--- src/gesture_template_matcher_defines.svh ---
// Assertion macros for the gesture template matcher.
`ifndef GESTURE_TEMPLATE_MATCHER_DEFINES_SVH
`define GESTURE_TEMPLATE_MATCHER_DEFINES_SVH

`ifndef SYNTH
`define GTM_ASSERT_IMP(label, ante, cons) \
	label: assert property (@(posedge clk) disable iff (!arst_n) (ante) |-> (cons)) \
		else $error("gtm: same-cycle check failed");
`define GTM_ASSERT_NXT(label, ante, cons) \
	label: assert property (@(posedge clk) disable iff (!arst_n) (ante) |=> (cons)) \
		else $error("gtm: next-cycle check failed");
`else
`define GTM_ASSERT_IMP(label, ante, cons)
`define GTM_ASSERT_NXT(label, ante, cons)
`endif

`endif

--- src/gtm_pkg.sv ---
// Shared types, constants and helpers of the gesture template matcher.
package gtm_pkg;

	localparam int WINDOW_DEF       = 3;
	localparam int TEMPLATE_LEN_DEF = 8;
	localparam int GESTURES_DEF     = 3;

	localparam int AXIS_W   = 16;
	localparam int THR_W    = 15;
	localparam int NAXES    = 5;
	localparam int NACC     = 2;
	localparam int NSYMBOLS = 3;

	localparam logic OP_LOAD   = 1'b0;
	localparam logic OP_SAMPLE = 1'b1;

	localparam logic [1:0] REG_ENABLE    = 2'd0;
	localparam logic [1:0] REG_ACCEL_THR = 2'd1;
	localparam logic [1:0] REG_GYRO_THR  = 2'd2;

	localparam logic [THR_W-1:0] ACCEL_THR_RESET = 15'd1843;
	localparam logic [THR_W-1:0] GYRO_THR_RESET  = 15'd2400;

	typedef struct packed {
		logic                     operation;
		logic [1:0]               gesture;
		logic [2:0]               position;
		logic signed [AXIS_W-1:0] accel_x;
		logic signed [AXIS_W-1:0] accel_y;
		logic signed [AXIS_W-1:0] gyro_x;
		logic signed [AXIS_W-1:0] gyro_y;
		logic signed [AXIS_W-1:0] gyro_z;
	} in_item_t;

	typedef struct packed {
		logic       symbol_valid;
		logic [1:0] symbol_code;
		logic       any_match;
	} out_item_t;

	// axes 0..NACC-1 are acceleration, the rest rotation rate
	typedef logic [NAXES-1:0][AXIS_W-1:0] sample_t;

	typedef struct packed {
		logic go;
		logic live;
	} match_ctl_t;

	typedef struct packed {
		logic      idle;
		logic      done;
		out_item_t item;
	} match_status_t;

	typedef enum logic [2:0] {
		ST_IDLE,
		ST_GES,
		ST_READ,
		ST_DRAIN,
		ST_DIFF,
		ST_CMP,
		ST_FIN
	} gtm_state_t;

	function automatic int sum_width(int window);
		return AXIS_W + $clog2(window);
	endfunction

endpackage

--- src/gtm_tmpl_mem.sv ---
// Template sample store: one write port, one registered read port.
module gtm_tmpl_mem #(
	parameter int GESTURES     = gtm_pkg::GESTURES_DEF,
	parameter int TEMPLATE_LEN = gtm_pkg::TEMPLATE_LEN_DEF,
	localparam int DEPTH       = GESTURES * TEMPLATE_LEN,
	localparam int ADDR_W      = $clog2(DEPTH)
) (
	input  logic                clk,
	input  logic                wr_en,
	input  logic [ADDR_W-1:0]   wr_addr,
	input  gtm_pkg::sample_t    wr_data,
	input  logic                rd_en,
	input  logic [ADDR_W-1:0]   rd_addr,
	output gtm_pkg::sample_t    rd_data
);

	gtm_pkg::sample_t mem_q [DEPTH];
	gtm_pkg::sample_t rd_data_q;

	always_ff @(posedge clk) begin
		if (wr_en) begin
			mem_q[wr_addr] <= wr_data;
		end
	end

	always_ff @(posedge clk) begin
		if (rd_en) begin
			rd_data_q <= mem_q[rd_addr];
		end
	end

	assign rd_data = rd_data_q;

endmodule

--- src/gtm_window.sv ---
// Live sample window with running per-axis sums.
module gtm_window #(
	parameter int WINDOW = gtm_pkg::WINDOW_DEF,
	localparam int SUM_W = gtm_pkg::sum_width(WINDOW)
) (
	input  logic                                  clk,
	input  logic                                  arst_n,
	input  logic                                  shift,
	input  gtm_pkg::sample_t                      sample,
	output logic [gtm_pkg::NAXES-1:0][SUM_W-1:0]  sums
);

	gtm_pkg::sample_t                      win_q [WINDOW];
	logic [gtm_pkg::NAXES-1:0][SUM_W-1:0]  sum_q;

	always_ff @(posedge clk or negedge arst_n) begin
		if (!arst_n) begin
			for (int k = 0; k < WINDOW; k++) begin
				win_q[k] <= '0;
			end
			sum_q <= '0;
		end else if (shift) begin
			for (int k = 0; k < WINDOW - 1; k++) begin
				win_q[k] <= win_q[k + 1];
			end
			win_q[WINDOW - 1] <= sample;
			// add the new sample, drop the oldest
			for (int j = 0; j < gtm_pkg::NAXES; j++) begin
				sum_q[j] <= sum_q[j] + SUM_W'($signed(sample[j]))
					- SUM_W'($signed(win_q[0][j]));
			end
		end
	end

	assign sums = sum_q;

endmodule

--- src/gtm_match.sv ---
// Match sequencer: template run sums, threshold compare, progress counts.
module gtm_match #(
	parameter int WINDOW       = gtm_pkg::WINDOW_DEF,
	parameter int TEMPLATE_LEN = gtm_pkg::TEMPLATE_LEN_DEF,
	parameter int GESTURES     = gtm_pkg::GESTURES_DEF,
	localparam int SUM_W       = gtm_pkg::sum_width(WINDOW),
	localparam int ADDR_W      = $clog2(GESTURES * TEMPLATE_LEN)
) (
	input  logic                                  clk,
	input  logic                                  arst_n,
	input  gtm_pkg::match_ctl_t                   ctl,
	input  logic [gtm_pkg::THR_W-1:0]             accel_thr,
	input  logic [gtm_pkg::THR_W-1:0]             gyro_thr,
	input  logic [gtm_pkg::NAXES-1:0][SUM_W-1:0]  sums,
	input  logic                                  out_free,
	output logic                                  rd_en,
	output logic [ADDR_W-1:0]                     rd_addr,
	input  gtm_pkg::sample_t                      rd_data,
	output gtm_pkg::match_status_t                status
);

	localparam int DIF_W = SUM_W + 2;
	localparam int CNT_W = $clog2(TEMPLATE_LEN + 1);
	localparam int CMP_W = $clog2(TEMPLATE_LEN + WINDOW + 1);
	localparam int GES_W = (GESTURES > 1) ? $clog2(GESTURES) : 1;
	localparam int K_W   = (WINDOW > 1) ? $clog2(WINDOW) : 1;
	localparam logic [K_W-1:0]   K_LAST = K_W'(WINDOW - 1);
	localparam logic [GES_W-1:0] G_LAST = GES_W'(GESTURES - 1);

	gtm_pkg::gtm_state_t state_q, state_d;

	logic [GES_W-1:0]  g_q;
	logic [ADDR_W-1:0] base_q;
	logic [K_W-1:0]    k_q;
	logic              rd_pend_s1;
	logic              any_q;
	logic              active_q;
	logic [CNT_W-1:0]  prog_q [GESTURES];

	logic [SUM_W-1:0]        tsum_q [gtm_pkg::NAXES];
	logic signed [DIF_W-1:0] diff_q [gtm_pkg::NAXES];
	logic signed [DIF_W-1:0] lim_acc_q;
	logic signed [DIF_W-1:0] lim_gyr_q;

	logic [CNT_W-1:0]          cur_prog;
	logic                      skip;
	logic                      over;
	logic                      last_g;
	logic                      advance;
	logic                      any_prog;
	logic [GESTURES-1:0]       past;
	logic                      found;
	logic [GES_W-1:0]          fidx;
	logic [gtm_pkg::NAXES-1:0] within_lim;
	logic                      hit;
	gtm_pkg::out_item_t        res_item;

	assign cur_prog = prog_q[g_q];
	assign skip     = active_q && (cur_prog == '0);
	assign over     = (CMP_W'(cur_prog) + CMP_W'(WINDOW)) > CMP_W'(TEMPLATE_LEN);
	assign last_g   = (g_q == G_LAST);

	always_comb begin
		any_prog = 1'b0;
		for (int g = 0; g < GESTURES; g++) begin
			any_prog = any_prog || (prog_q[g] != '0);
			past[g]  = (CMP_W'(prog_q[g]) + CMP_W'(WINDOW)) > CMP_W'(TEMPLATE_LEN);
		end
	end

	always_comb begin
		found = 1'b0;
		fidx  = '0;
		for (int g = GESTURES - 1; g >= 0; g--) begin
			if (past[g]) begin
				found = 1'b1;
				fidx  = GES_W'(g);
			end
		end
	end

	always_comb begin
		for (int j = 0; j < gtm_pkg::NAXES; j++) begin
			if (j < gtm_pkg::NACC) begin
				within_lim[j] = (diff_q[j] < lim_acc_q) && (diff_q[j] > -lim_acc_q);
			end else begin
				within_lim[j] = (diff_q[j] < lim_gyr_q) && (diff_q[j] > -lim_gyr_q);
			end
		end
	end

	assign hit = &within_lim;

	always_comb begin
		state_d = state_q;
		case (state_q)
			gtm_pkg::ST_IDLE: begin
				if (ctl.go) begin
					state_d = ctl.live ? gtm_pkg::ST_GES : gtm_pkg::ST_FIN;
				end
			end
			gtm_pkg::ST_GES: begin
				if (skip || over) begin
					state_d = last_g ? gtm_pkg::ST_FIN : gtm_pkg::ST_GES;
				end else begin
					state_d = gtm_pkg::ST_READ;
				end
			end
			gtm_pkg::ST_READ: begin
				if (k_q == K_LAST) begin
					state_d = gtm_pkg::ST_DRAIN;
				end
			end
			gtm_pkg::ST_DRAIN: state_d = gtm_pkg::ST_DIFF;
			gtm_pkg::ST_DIFF:  state_d = gtm_pkg::ST_CMP;
			gtm_pkg::ST_CMP:   state_d = last_g ? gtm_pkg::ST_FIN : gtm_pkg::ST_GES;
			gtm_pkg::ST_FIN: begin
				if (out_free) begin
					state_d = gtm_pkg::ST_IDLE;
				end
			end
			default: state_d = gtm_pkg::ST_IDLE;
		endcase
	end

	always_comb begin
		rd_en   = (state_q == gtm_pkg::ST_READ);
		rd_addr = base_q + ADDR_W'(cur_prog) + ADDR_W'(k_q);
		advance = (((state_q == gtm_pkg::ST_GES) && (skip || over))
			|| (state_q == gtm_pkg::ST_CMP)) && !last_g;
		res_item.symbol_valid = any_q && found && (int'(fidx) < gtm_pkg::NSYMBOLS);
		res_item.symbol_code  = res_item.symbol_valid ? 2'(fidx) : 2'd0;
		res_item.any_match    = any_q;
		status.idle = (state_q == gtm_pkg::ST_IDLE);
		status.done = (state_q == gtm_pkg::ST_FIN) && out_free;
		status.item = res_item;
	end

	always_ff @(posedge clk or negedge arst_n) begin
		if (!arst_n) begin
			state_q    <= gtm_pkg::ST_IDLE;
			g_q        <= '0;
			base_q     <= '0;
			k_q        <= '0;
			rd_pend_s1 <= 1'b0;
			any_q      <= 1'b0;
			active_q   <= 1'b0;
			for (int g = 0; g < GESTURES; g++) begin
				prog_q[g] <= '0;
			end
		end else begin
			state_q    <= state_d;
			rd_pend_s1 <= rd_en;
			if ((state_q == gtm_pkg::ST_IDLE) && ctl.go) begin
				g_q      <= '0;
				base_q   <= '0;
				any_q    <= 1'b0;
				active_q <= any_prog;
			end
			if (state_q == gtm_pkg::ST_GES) begin
				k_q <= '0;
			end
			if (state_q == gtm_pkg::ST_READ) begin
				k_q <= k_q + K_W'(1);
			end
			if (advance) begin
				g_q    <= g_q + GES_W'(1);
				base_q <= base_q + ADDR_W'(TEMPLATE_LEN);
			end
			if ((state_q == gtm_pkg::ST_GES) && (skip || over)) begin
				prog_q[g_q] <= '0;
			end else if (state_q == gtm_pkg::ST_CMP) begin
				prog_q[g_q] <= hit ? cur_prog + CNT_W'(1) : '0;
				any_q       <= any_q || hit;
			end else if (status.done && any_q && found) begin
				for (int g = 0; g < GESTURES; g++) begin
					prog_q[g] <= '0;
				end
			end
		end
	end

	always_ff @(posedge clk) begin
		if (state_q == gtm_pkg::ST_GES) begin
			for (int j = 0; j < gtm_pkg::NAXES; j++) begin
				tsum_q[j] <= '0;
			end
		end else if (rd_pend_s1) begin
			for (int j = 0; j < gtm_pkg::NAXES; j++) begin
				tsum_q[j] <= tsum_q[j] + SUM_W'($signed(rd_data[j]));
			end
		end
		if (state_q == gtm_pkg::ST_DIFF) begin
			for (int j = 0; j < gtm_pkg::NAXES; j++) begin
				diff_q[j] <= DIF_W'($signed(sums[j])) - DIF_W'($signed(tsum_q[j]));
			end
			lim_acc_q <= $signed(DIF_W'(WINDOW) * DIF_W'(accel_thr));
			lim_gyr_q <= $signed(DIF_W'(WINDOW) * DIF_W'(gyro_thr));
		end
	end

endmodule

--- src/gesture_template_matcher.sv ---
// Top level of the gesture template matcher: ports, registers, result stage.
// A load item or a sample taken while disabled goes from idle straight to the finish
// state. A live sample visits each gesture in turn: a gesture that is skipped, or whose
// template run would pass the end, is left at once; any other gets WINDOW reads through
// the single read port of the template memory, then drain, difference and compare.
// in_stall is high while the sequencer works on an item; the result waits in an output
// register, so a new item is taken as soon as the sequencer is free. The template memory
// has no reset and needs no clearing pass; every entry that a live sample can reach must
// be loaded before use.
`include "gesture_template_matcher_defines.svh"

module gesture_template_matcher #(
	parameter int WINDOW       = gtm_pkg::WINDOW_DEF,
	parameter int TEMPLATE_LEN = gtm_pkg::TEMPLATE_LEN_DEF,
	parameter int GESTURES     = gtm_pkg::GESTURES_DEF
) (
	input  logic                       clk,
	input  logic                       arst_n,
	input  logic                       in_valid,
	output logic                       in_stall,
	input  gtm_pkg::in_item_t          in_data,
	output logic                       out_valid,
	input  logic                       out_stall,
	output gtm_pkg::out_item_t         out_data,
	input  logic                       cfg_wr_en,
	input  logic [1:0]                 cfg_index,
	input  logic [gtm_pkg::THR_W-1:0]  cfg_wdata
);

	localparam int SUM_W  = gtm_pkg::sum_width(WINDOW);
	localparam int ADDR_W = $clog2(GESTURES * TEMPLATE_LEN);

	logic                       enable_q;
	logic [gtm_pkg::THR_W-1:0]  accel_thr_q;
	logic [gtm_pkg::THR_W-1:0]  gyro_thr_q;
	logic                       out_valid_q;
	gtm_pkg::out_item_t         out_q;

	logic                                  accept;
	logic                                  out_free;
	gtm_pkg::sample_t                      in_sample;
	gtm_pkg::match_ctl_t                   m_ctl;
	gtm_pkg::match_status_t                m_status;
	logic [gtm_pkg::NAXES-1:0][SUM_W-1:0]  sums;
	logic                                  tm_wr_en;
	logic [ADDR_W-1:0]                     tm_wr_addr;
	logic                                  tm_rd_en;
	logic [ADDR_W-1:0]                     tm_rd_addr;
	gtm_pkg::sample_t                      tm_rd_data;

	assign in_stall  = !m_status.idle;
	assign accept    = in_valid && !in_stall;
	assign out_free  = !out_valid_q || !out_stall;
	assign in_sample = {in_data.gyro_z, in_data.gyro_y, in_data.gyro_x,
		in_data.accel_y, in_data.accel_x};

	assign m_ctl.go   = accept;
	assign m_ctl.live = (in_data.operation == gtm_pkg::OP_SAMPLE) && enable_q;

	assign tm_wr_en = accept && (in_data.operation == gtm_pkg::OP_LOAD)
		&& (int'(in_data.gesture) < GESTURES) && (int'(in_data.position) < TEMPLATE_LEN);
	assign tm_wr_addr = ADDR_W'(ADDR_W'(in_data.gesture) * ADDR_W'(TEMPLATE_LEN))
		+ ADDR_W'(in_data.position);

	always_ff @(posedge clk or negedge arst_n) begin
		if (!arst_n) begin
			enable_q    <= 1'b0;
			accel_thr_q <= gtm_pkg::ACCEL_THR_RESET;
			gyro_thr_q  <= gtm_pkg::GYRO_THR_RESET;
		end else if (cfg_wr_en) begin
			case (cfg_index)
				gtm_pkg::REG_ENABLE:    enable_q    <= cfg_wdata[0];
				gtm_pkg::REG_ACCEL_THR: accel_thr_q <= cfg_wdata;
				gtm_pkg::REG_GYRO_THR:  gyro_thr_q  <= cfg_wdata;
				default: ;
			endcase
		end
	end

	always_ff @(posedge clk or negedge arst_n) begin
		if (!arst_n) begin
			out_valid_q <= 1'b0;
		end else if (m_status.done) begin
			out_valid_q <= 1'b1;
		end else if (!out_stall) begin
			out_valid_q <= 1'b0;
		end
	end

	always_ff @(posedge clk) begin
		if (m_status.done) begin
			out_q <= m_status.item;
		end
	end

	assign out_valid = out_valid_q;
	assign out_data  = out_q;

	gtm_window #(
		.WINDOW (WINDOW)
	) u_window (
		.clk    (clk),
		.arst_n (arst_n),
		.shift  (accept && m_ctl.live),
		.sample (in_sample),
		.sums   (sums)
	);

	gtm_tmpl_mem #(
		.GESTURES     (GESTURES),
		.TEMPLATE_LEN (TEMPLATE_LEN)
	) u_tmpl_mem (
		.clk     (clk),
		.wr_en   (tm_wr_en),
		.wr_addr (tm_wr_addr),
		.wr_data (in_sample),
		.rd_en   (tm_rd_en),
		.rd_addr (tm_rd_addr),
		.rd_data (tm_rd_data)
	);

	gtm_match #(
		.WINDOW       (WINDOW),
		.TEMPLATE_LEN (TEMPLATE_LEN),
		.GESTURES     (GESTURES)
	) u_match (
		.clk       (clk),
		.arst_n    (arst_n),
		.ctl       (m_ctl),
		.accel_thr (accel_thr_q),
		.gyro_thr  (gyro_thr_q),
		.sums      (sums),
		.out_free  (out_free),
		.rd_en     (tm_rd_en),
		.rd_addr   (tm_rd_addr),
		.rd_data   (tm_rd_data),
		.status    (m_status)
	);

	`GTM_ASSERT_NXT(a_accept_leaves_idle, accept, !m_status.idle)
	`GTM_ASSERT_IMP(a_load_only_when_idle, tm_wr_en, m_status.idle && !tm_rd_en)
	`GTM_ASSERT_IMP(a_symbol_needs_match, out_valid_q && out_q.symbol_valid, out_q.any_match)

endmodule

--- config.mk ---
export PLATFORM = sky130hd
export DESIGN_NAME = gesture_template_matcher
export DESIGN_NICKNAME = d
export VERILOG_FILES = /design/src/gtm_pkg.sv /design/src/gtm_tmpl_mem.sv /design/src/gtm_window.sv /design/src/gtm_match.sv /design/src/gesture_template_matcher.sv
export VERILOG_INCLUDE_DIRS = /design/src /design/src/src
export SDC_FILE = /design/constraint.sdc
export NUM_CORES = 2
export LEC_CHECK = 0
export BUFFER_PORTS_ARGS = -buffer_cell sky130_fd_sc_hd__buf_2
export CAP_MARGIN = 20
export CELL_PAD_IN_SITES_DETAIL_PLACEMENT = 0
export CELL_PAD_IN_SITES_GLOBAL_PLACEMENT = 1
export CORE_UTILIZATION = 50
export DETAILED_ROUTE_END_ITERATION = 8
export GPL_ROUTABILITY_DRIVEN = 0
export PLACE_DENSITY = 0.82
export SKIP_LAST_GASP = 1
export SYNTH_ARGS = -nofsm -noshare
export SYNTH_HDL_FRONTEND = slang
export SYNTH_SLANG_ARGS = --single-unit
export TNS_END_PERCENT = 30
--- constraint.sdc ---
create_clock -name clk -period 7.5 [get_ports clk]
set_input_delay 2.25 -clock clk [delete_from_list [all_inputs] [get_ports clk]]
set_output_delay 2.25 -clock clk [all_outputs]
set_load 0.01 [all_outputs]
==> out/metrics.cfg <==
[clocking]
cts.sinks = 2609
cts_setup_buffers = 0
tritoncts = yes
clk_pin_slew_ns = 0.06
cts-htree-levels = 5
tritoncts.num_buffers = 283
clkLatencyLatePin_ns = 0.95
cts_root_buffer = clkbuf_16
clk_path_buf_depth = 4
cts_resized = 0
holdBufCountCts = 0

[drt]
ant_nets = 0
drt_iter0_markers = 7407
drt_first_pass_iters = 6
drt-total-wl_um = 288000
drc = 0
via_per_inst = 5.94
routed-via-count = 66854
post_drt_wl_per_cell_um = 25.5

[power]
peakVddDrop_v = 0.000526
cellPowerDensity_nw_per_um2 = 452
p_leak_nw = 48.0
power.total_mw = 59.5

[run]
cap_violations = 0

[final_layout]
design_area_sq_um = 132000
fillers = 17492
drive_gt1_frac = 0.162
final_net_count = 8592
area_growth_pct = 12.0

[logic_synthesis]
synth_common_cells = edfxtp_1 (2223), nand2_1 (866), inv_1 (584), mux4_2 (560), ha_1 (469)
synth_seq_cells = 2609
post-synth-top-area-fraction = 0.568
synthCells = 7645
yosysWarnings = 0
synth.avg_cell_area_sq_um = 15.4
synth_nets = 8320
synthFlopType = edfxtp_1
synth_edf_count = 2223
yosys.area.top_type = edfxtp_1
async_flop_share = 0.148
synthDistinctLibCells = 96
synth_area_leaders = edfxtp_1 (57%), mux4_2 (11%), dfrtp_1 (8.0%), ha_1 (5.0%), nand2_1 (2.8%)
ys_seq_area_frac = 0.650
yosysMostFrequentCell = edfxtp_1
synthesis.area_sq_um = 118000

[floorplanning]
core_area_sq_um = 233000
design.die.area_sq_um = 237000
row_count = 177
start_util = 0.504
die_y_um = 487
io_pins = 114
dieWidth_um = 487

[sta]
maxSlewViolCount = 0
tightest_slew_ns = 1.22
slew_headroom = 0.177
hold_viol_final = 0
hold_ws_ns = 0.447
setup_tns_ns = 0
fmax_ghz = 0.178
finalCritPeriodShare = 0.750
fin_skew_ns = 0.0666
rsz0062_at_grt = false
period_minus_slack_ns = 5.63
setup_viol = 0

[critical_path]
crit_slowest_cell = a31oi_1
critPathRequiredTime_ns = 8.32
ff2ff_path_depth = 9
worstPathCellList = buf_2, inv_1, fa_1, inv_1, ha_1, o21ai_0, o21ai_1, a31o_1, a2111o_1, a31oi_1, o21bai_1, or4_1, a31oi_1, xor2_1
crit_path_start_kind = input port
r2r_end = u_tmpl_mem.rd_data[60]$_DFFE_PP_
critPathArrivalTime_ns = 6.44
path_max_fanout = 25
crit_type = input port to flop
worst_path_largest_cell_delay_ns = 0.61
rrSetupSlack_ns = 1.98
rr_startpoint = u_match.g_q[1]$_DFFE_PN0P_
crit_path_end_kind = flop

[placed_design]
place_area_sq_um = 123000
port_buffers = 113
dp_hpwl_um = 177000

[grt]
grt_pass1_vias = 66695
grt_usage = 0.244
grt_antenna_before_repair = 42
overflow = 0
grt_max_degree = 191
grt_pass1_wl_um = 429000

[min_path]
holdPathStages = 2
hold_path_class = flop to flop
hold_start = u_window.win_q[72]$_DFFE_PN0P_
hold_end = u_window.win_q[152]$_DFFE_PN0P_

[run_status]
status = completed

stage by stage:
step	setup WS [ns]	std cells	util
after floorplan	0.219	7645	-
after global placement	1.02	10756	0.526
after detailed placement	1.03	10756	0.526
after CTS	1.96	11242	0.564
after global routing	1.71	11257	0.565
final	1.87	11261	0.565
power by group:
group	total (mW)	internal (mW)	switching, mW
Clock	13.4	7.88	5.57
Combinational	26.5	11.6	14.8
Sequential	19.6	18.1	1.48
Total	59.5	37.6	21.9
cells in the final DEF, fill, tap and decap left out, drive strengths merged, types with 104 or more instances in the layout:
| cell type | netlist | routed |
|---|---|---|
| dfrtp | 375 | 375 |
| a21oi | 196 | 196 |
| buf | 61 | 233 |
| nand2 | 868 | 868 |
| o21ai | 433 | 433 |
| ha | 469 | 469 |
| clkbuf | 190 | 357 |
| mux4 | 560 | 560 |
| clkinv | 0 | 104 |
| edfxtp | 2223 | 2223 |
| xnor2 | 166 | 166 |
| nor2 | 289 | 289 |
| inv | 585 | 588 |
final cells by class:
type                    instances  area (sq um)  share of cell area
well taps                    3132          3920              0.0298
clock buffers                 352          7550              0.0573
inverters                     585          2200              0.0167
flip-flops and latches       2609         76400               0.580
clock inverters               134          1240             0.00941
multi-input cells            4200         38200               0.290
repair buffers                238          2080              0.0158
diodes                         11          27.5            0.000209
registers in the layout, summed over array words and instances, names as in the netlist, 4 cells and up:
register,flops
u_match.diff_q,95
out_data,4
u_window.win_q,240
accel_thr_q,15
u_match.tsum_q,90
u_match.lim_acc_q,17
u_tmpl_mem.mem_q,1920
gyro_thr_q,15
u_match.lim_gyr_q,17
u_window.sums,90
u_tmpl_mem.rd_data,80
u_match.prog_q,12
per-layer routing:
metal / track usage / part of all wire / vias up
met3: 0.0534 / 0.095 / 488
met5: 0 / 0.00059 / -
met2: 0.384 / 0.47 / 3085
li1: - / - / 29394
met1: 0.342 / 0.41 / 33861
met4: 0.0710 / 0.026 / 26
cells by family (layout without fill, tap and decap cells):
| family | after synthesis | in the layout | synth area share |
|---|---|---|---|
| compound gates | 998 | 998 | 0.0521 |
| fa+ha+maj | 572 | 572 | 0.0670 |
| simple gates | 1668 | 1668 | 0.0637 |
| other cells | 1 | 12 | 0.0000319 |
| xor+xnor | 277 | 277 | 0.0219 |
| buf+inv | 836 | 1309 | 0.0269 |
| mux | 684 | 684 | 0.118 |
| flops | 2609 | 2609 | 0.650 |
worst max-delay path, delay by kind of cell:
kind                     cells  cell delay [ns]
AO/OA/AOI/OAI                7             2.09
XOR/XNOR                     1             0.16
adder cells (fa/ha/maj)      2             0.87
buffers and inverters        3             0.58
AND/OR/NAND/NOR              1             0.50
worst max path at each step:
| stage | startpoint | end | slack [ns] |
|---|---|---|---|
| 2_1_floorplan | in_valid | u_tmpl_mem.mem_q[20][0]$_DFFE_PP_ | 0.22 |
| 3_3_place_gp | in_data[66] | u_window.sums[17]$_DFFE_PN0P_ | 1.02 |
| 3_5_place_dp | in_data[66] | u_window.sums[17]$_DFFE_PN0P_ | 1.03 |
| 4_1_cts | in_data[66] | u_window.sums[17]$_DFFE_PN0P_ | 1.96 |
| 5_1_grt | in_data[66] | u_window.sums[17]$_DFFE_PN0P_ | 1.71 |
| 6_report | in_data[66] | u_window.sums[17]$_DFFE_PN0P_ | 1.87 |
Note: power is estimated with default switching activity, not from simulation.
